--- src/sv/window_distinct_counter_macros.svh ---
// Assertion macros shared by the window distinct counter modules.
`ifndef WINDOW_DISTINCT_COUNTER_MACROS_SVH
`define WINDOW_DISTINCT_COUNTER_MACROS_SVH

// Same-cycle implication, checked out of reset.
`define WDC_ASSERT_IMPLY(label, ante, cons, msg) \
	label: assert property (@(posedge clk) disable iff (!arst_n) (ante) |-> (cons)) \
		else $error(msg);

// Next-cycle implication, checked out of reset.
`define WDC_ASSERT_NEXT(label, ante, cons, msg) \
	label: assert property (@(posedge clk) disable iff (!arst_n) (ante) |=> (cons)) \
		else $error(msg);

`endif

--- src/sv/wdc_pkg.sv ---
// Types, constants and codes for the window distinct counter.
`default_nettype none

package wdc_pkg;

	localparam int ARRAY_DEPTH_DEF = 1024;
	localparam int VALUE_RANGE_DEF = 1024;

	localparam int POS_W   = 10;
	localparam int VAL_W   = 10;
	localparam int END_W   = 11;
	localparam int COUNT_W = 11;

	// item op codes
	localparam logic OP_WRITE = 1'b0;
	localparam logic OP_QUERY = 1'b1;

	typedef struct packed {
		logic              op;
		logic [POS_W-1:0]  position;
		logic [VAL_W-1:0]  value;
		logic [END_W-1:0]  range_end;
	} item_t;

	typedef struct packed {
		logic [COUNT_W-1:0] distinct_count;
		logic               range_error;
	} result_t;

	typedef enum logic [3:0] {
		ST_CLEAR,
		ST_IDLE,
		ST_DECODE,
		ST_STEP,
		ST_VAL,
		ST_UPD,
		ST_WOLD,
		ST_WDOWN,
		ST_WNEW,
		ST_WUP,
		ST_RESULT
	} state_t;

	typedef enum logic [2:0] {
		WALK_DONE,
		WALK_GROW_HI,
		WALK_GROW_LO,
		WALK_SHRINK_LO,
		WALK_SHRINK_HI
	} walk_t;

	typedef enum logic [1:0] {
		CNT_NONE,
		CNT_UP,
		CNT_DOWN,
		CNT_WALK
	} cnt_op_t;

	typedef struct packed {
		logic    clr;
		logic    load;
		logic    elem_rd;
		logic    walk_step;
		logic    elem_wr;
		logic    cnt_rd;
		logic    cnt_from_item;
		cnt_op_t cnt_op;
		logic    res_load;
	} ctrl_cmd_t;

	typedef struct packed {
		logic  is_query;
		logic  rev;
		logic  ignore;
		logic  in_window;
		walk_t walk;
		logic  clr_last;
	} dp_status_t;

endpackage

`default_nettype wire

--- src/sv/wdc_ctrl.sv ---
// Controller: sequences clearing, writes and window walks, owns the handshakes.
`default_nettype none
`include "window_distinct_counter_macros.svh"

module wdc_ctrl (
	input  logic                clk,
	input  logic                arst_n,
	input  logic                item_valid,
	output logic                item_stall,
	output logic                result_valid,
	input  logic                result_stall,
	input  wdc_pkg::dp_status_t status,
	output wdc_pkg::ctrl_cmd_t  cmd
);
	import wdc_pkg::*;

	state_t state_q;
	state_t state_d;
	logic   result_valid_q;

	always_ff @(posedge clk or negedge arst_n) begin
		if (!arst_n) begin
			state_q <= ST_CLEAR;
		end else begin
			state_q <= state_d;
		end
	end

	always_ff @(posedge clk or negedge arst_n) begin
		if (!arst_n) begin
			result_valid_q <= 1'b0;
		end else if (cmd.res_load) begin
			result_valid_q <= 1'b1;
		end else if (!result_stall) begin
			result_valid_q <= 1'b0;
		end
	end

	always_comb begin
		state_d = state_q;
		cmd     = '0;
		unique case (state_q)
			ST_CLEAR: begin
				cmd.clr = 1'b1;
				if (status.clr_last) begin
					state_d = ST_IDLE;
				end
			end
			ST_IDLE: begin
				if (item_valid) begin
					cmd.load = 1'b1;
					state_d  = ST_DECODE;
				end
			end
			ST_DECODE: begin
				priority if (status.is_query) begin
					state_d = status.rev ? ST_RESULT : ST_STEP;
				end else if (status.ignore) begin
					state_d = ST_IDLE;
				end else if (status.in_window) begin
					cmd.elem_rd = 1'b1;
					state_d     = ST_WOLD;
				end else begin
					cmd.elem_wr = 1'b1;
					state_d     = ST_IDLE;
				end
			end
			ST_STEP: begin
				if (status.walk == WALK_DONE) begin
					state_d = ST_RESULT;
				end else begin
					cmd.elem_rd   = 1'b1;
					cmd.walk_step = 1'b1;
					state_d       = ST_VAL;
				end
			end
			ST_VAL: begin
				cmd.cnt_rd = 1'b1;
				state_d    = ST_UPD;
			end
			ST_UPD: begin
				cmd.cnt_op = CNT_WALK;
				state_d    = ST_STEP;
			end
			// write inside the window: drop the old value, then add the new one
			ST_WOLD: begin
				cmd.cnt_rd = 1'b1;
				state_d    = ST_WDOWN;
			end
			ST_WDOWN: begin
				cmd.cnt_op = CNT_DOWN;
				state_d    = ST_WNEW;
			end
			ST_WNEW: begin
				cmd.cnt_rd        = 1'b1;
				cmd.cnt_from_item = 1'b1;
				state_d           = ST_WUP;
			end
			ST_WUP: begin
				cmd.cnt_op  = CNT_UP;
				cmd.elem_wr = 1'b1;
				state_d     = ST_IDLE;
			end
			ST_RESULT: begin
				if (!result_valid_q || !result_stall) begin
					cmd.res_load = 1'b1;
					state_d      = ST_IDLE;
				end
			end
			default: begin
				state_d = ST_IDLE;
			end
		endcase
	end

	assign item_stall   = (state_q != ST_IDLE);
	assign result_valid = result_valid_q;

	`WDC_ASSERT_NEXT(a_accept_decode, (state_q == ST_IDLE) && item_valid,
		state_q == ST_DECODE, "accepted item not decoded")
	`WDC_ASSERT_IMPLY(a_result_source, $rose(result_valid_q),
		$past(state_q == ST_RESULT), "result raised outside result state")
	`WDC_ASSERT_NEXT(a_result_hold, result_valid_q && result_stall, result_valid_q,
		"stalled result dropped")

endmodule

`default_nettype wire

--- config.mk ---
export PLATFORM = sky130hd
export DESIGN_NAME = wdc_ctrl
export DESIGN_NICKNAME = d
export VERILOG_FILES = /design/src/sv/wdc_pkg.sv /design/src/sv/wdc_ctrl.sv
export VERILOG_INCLUDE_DIRS = /design/src /design/src/sv
export SDC_FILE = /design/constraint.sdc
export NUM_CORES = 1
export LEC_CHECK = 0
export BUFFER_PORTS_ARGS = -buffer_cell sky130_fd_sc_hd__buf_2
export CAP_MARGIN = 20
export CORE_AREA = 2 2 39 41
export CTS_CLUSTER_DIAMETER = 150
export DETAILED_ROUTE_END_ITERATION = 7
export DIE_AREA = 0 0 41 43
export PLACE_DENSITY = 0.66
export SKIP_LAST_GASP = 1
export SLEW_MARGIN = 20
export SYNTH_ARGS = -nofsm -noshare
export SYNTH_HDL_FRONTEND = slang
export SYNTH_SLANG_ARGS = --single-unit
--- constraint.sdc ---
create_clock -name clk -period 2.1 [get_ports clk]
set_clock_uncertainty 0.15 [all_clocks]
set_input_delay 0.105 -clock clk [delete_from_list [all_inputs] [get_ports clk]]
set_output_delay 0.105 -clock clk [all_outputs]
set_load 0.01 [all_outputs]
==> flow_metrics.env <==
export IMPL_avgViaCountPerCell=5.35
export IMPL_fmax_mhz=577
export IMPL_cell_chain_critical_path="inv_1 -> nand2_1 -> o21a_1 -> nor2_1 -> buf_2"
export IMPL_post_synth_top_area_fraction=0.258
export IMPL_worst_setup_path_end_kind="output pin"
export IMPL_start_util=0.350
export IMPL_num_vias=551
export IMPL_floorplan_rows=14
export IMPL_cts_tree="yes"
export IMPL_outcome="completed"
export IMPL_yosys_top_cells_area="sky130_fd_sc_hd__dfrtp_1 (26%), sky130_fd_sc_hd__nand2_1 (7.0%), sky130_fd_sc_hd__nand2b_1 (5.2%)"
export IMPL_post_synth_num_cell_types=34
export IMPL_io_buffers=23
export IMPL_synth_seq_area_share=0.258
export IMPL_synthesis_yosys_warnings=0
export IMPL_wire_per_inst_um=11.6
export IMPL_finalHoldViolations=0
export IMPL_final_period_utilization=0.826
export IMPL_slew_headroom=0.719
export IMPL_p_sw_frac=0.482
export IMPL_track_usage=0.155
export IMPL_area_growth_syn_to_layout_pct=30.5
export IMPL_global_route_wire_length_before_repair_mm=1.90
export IMPL_critical_path_at_ns=1.48
export IMPL_detail_route_first_pass_iterations=4
export IMPL_p_per_area_mw_per_mm2=1280
export IMPL_numCtsBuffers=3
export IMPL_core_sq_mm=0.00138
export IMPL_final_layout_size_suffix_gt1_frac=0.402
export IMPL_vdd_ir_drop_worst_mv=0.610
export IMPL_clock_power_share=0.141
export IMPL_number_of_routed_nets_with_antenna_violations=0
export IMPL_ctsRootBufferMaster="sky130_fd_sc_hd__clkbuf_4"
export IMPL_clk_path_buf_depth=2
export IMPL_die_area_sq_mm=0.00176
export IMPL_finalWirelength_mm=1.20
export IMPL_finish_instance_area_sq_um=632
export IMPL_dp_hpwl_um=884
export IMPL_postCtsResizedCells=0
export IMPL_critical_path_required_ns=1.85
export IMPL_min_delay_path_class="input port to asynchronous set/reset pin"
export IMPL_buffers_inserted_by_post_cts_timing_repair=0
export IMPL_cts_hold_repair_buffers=2
export IMPL_critPathMaxFanout=10
export IMPL_path_class="flop to output pin"
export IMPL_number_of_instances_in_the_synthesized_netlist=62
export IMPL_detail_route_drc_violations=0
export IMPL_finalWeightedCongestion=0.829
export IMPL_final_max_slew_viol_count=0
export IMPL_unrepaired_setup_endpoints_after_global_routing="no"
export IMPL_critical_path_top_delay_family="flip-flops"
export IMPL_p_int_mw=0.418
export IMPL_die_h_um=43
export IMPL_power_share_of_the_sequential_group=0.303
export IMPL_crit_path_start_kind="flop"
export IMPL_antenna_found_initial=0
export IMPL_fin_tns_setup_ns=0
export IMPL_clkSlewWorstSetupHoldPaths_ns=0.05
export IMPL_placed_cell_area_sq_um=586
export IMPL_cts_sinks=5
export IMPL_floorplan_io_pins=24
export IMPL_switchingPower_mw=0.389
export IMPL_later_pin_clock_latency_in_the_skew_report_ns=0.25
export IMPL_setup_viol=0
export IMPL_nets_final=100
export IMPL_n_antenna_cell=0
export IMPL_yosys_register_bits=5
export IMPL_grt_start_max_net_pins=14
export IMPL_synthDominantAreaCellType="sky130_fd_sc_hd__dfrtp_1"
export IMPL_synth_nets=74
export IMPL_worst_path_max_delay_cell="sky130_fd_sc_hd__dfrtp_1"
export IMPL_globalRouteOverflowTotal=0
export IMPL_synth_area_per_cell_sq_um=7.81
export IMPL_maxCapViolCount=0
export IMPL_fillers=151
export IMPL_critical_path_max_stage_delay_ns=0.49
export IMPL_p_leak_nw=0.310
export IMPL_critical_path_n_buffers_inverters=2
export IMPL_finalCriticalPeriod_ns=1.73
export IMPL_drt_iter0_markers=24
export IMPL_p_comb_frac=0.556
export IMPL_first_global_vias=482
export IMPL_dieWidth_um=41
export IMPL_synth_area_sq_um=484
export IMPL_ctsHtreeMaxLevel=1
export IMPL_max_slew_worst_pin_slew_ns=0.422
==> through the flow <==
stage | hold slack, ns | cells | setup WS [ns] | power (mW) | util
final | 0.0530 | 103 | 0.366 | 0.807 | 0.457
after global routing | 0.0806 | 103 | 0.204 | 0.872 | 0.457
after CTS | 0.0479 | 103 | 0.369 | 0.809 | 0.457
after detailed placement | -0.227 | 97 | 0.564 | 0.687 | 0.423
after global placement | -0.228 | 97 | 0.560 | 0.685 | 0.423
after floorplan | -0.341 | 62 | 0.751 | 0.592 | -
==> power groups by stage <==
stage          Combinational, mW  Sequential [mW]  Clock (mW)
4_1_cts                    0.451            0.240       0.118
3_5_place_dp               0.448            0.239           0
6_report                   0.449            0.244       0.114
2_1_floorplan              0.438            0.154           0
5_1_grt                    0.495            0.252       0.126
3_3_place_gp               0.445            0.241           0
==> worst paths after layout <==
path,startpoint,endpoint,slack [ns],depth (start not counted)
max,state_q[2],cmd[4],0.37,5
min reg2reg,result_valid,result_valid,0.37,2
min,arst_n,state_q[1],0.05,2
max reg2reg,state_q[0],state_q[1],0.55,4
min in group clk,status[3],state_q[3],0.08,4
max in group asynchronous,arst_n,state_q[3],1.61,2
==> cell families (layout without fill, tap and decap cells) <==
kind of cell	count (synthesis)	after routing	share of synthesized area
DFF	5	5	0.258
and+or+nand+nor	35	35	0.411
AOI/OAI and AO/OA	16	16	0.246
buffers and inverters	6	31	0.0853
==> layout by cell type (no fill, tap or decap), types with 2 or more instances in the layout <==
cell type | netlist | final
sky130_fd_sc_hd__dlygate4sd3_1 | 0 | 2
sky130_fd_sc_hd__clkbuf_4 | 0 | 3
sky130_fd_sc_hd__nand2b_1 | 4 | 4
sky130_fd_sc_hd__nor2_1 | 6 | 6
sky130_fd_sc_hd__nand2_1 | 9 | 9
sky130_fd_sc_hd__nor2_2 | 2 | 2
sky130_fd_sc_hd__a21oi_1 | 4 | 4
sky130_fd_sc_hd__buf_2 | 0 | 23
sky130_fd_sc_hd__dfrtp_1 | 5 | 5
sky130_fd_sc_hd__o21ai_0 | 2 | 2
sky130_fd_sc_hd__nor4_1 | 2 | 2
==> metal layers <==
layer | up-vias | GRT usage | share of wire
li1 | 275 | - | -
met1 | 248 | 0.211 | 0.48
met2 | 24 | 0.213 | 0.42
met3 | 4 | 0.0262 | 0.075
met4 | 0 | 0.107 | 0.028
met5 | - | 0 | 0
==> cell usage after synthesis, drive strengths merged <==
master and count:
nand4 1, o31ai 1, nor2b 1, nand3 1, o21a 1, o31a 1
o21ai 2, buf 4, a21boi 1, o22ai 1, nand2 9, nor2 8
nand2b 4, dfrtp 5, inv 2, and2 1, a41oi 1, a311oi 1
a22oi 1, a31oi 1, or3 1, and3 1, nor3 2, and2b 2
nor4 3, or3b 1, o311ai 1, a21oi 4
==> layout make-up <==
type                       instances  area (sq um)  area share
sequential                         5           125       0.198
clock buffer                       4          26.3      0.0416
tap                               16          20.0      0.0317
timing repair buffer              25           135       0.214
multi-input combinational         51           318       0.503
inverter                           2          7.51      0.0119
==> sequential cells by signal, indices dropped and copies added (netlist names) <==
signal / count
state_q: 4
result_valid: 1
==> worst reg2reg max path: cells and delay by family (launching register included) <==
| kind | cells | cell delay (ns) |
|---|---|---|
| flip-flops | 1 | 0.59 |
| AO/OA/AOI/OAI | 3 | 0.42 |
| AND/OR/NAND/NOR | 1 | 0.27 |
Power figures use the tool's default switching activity.
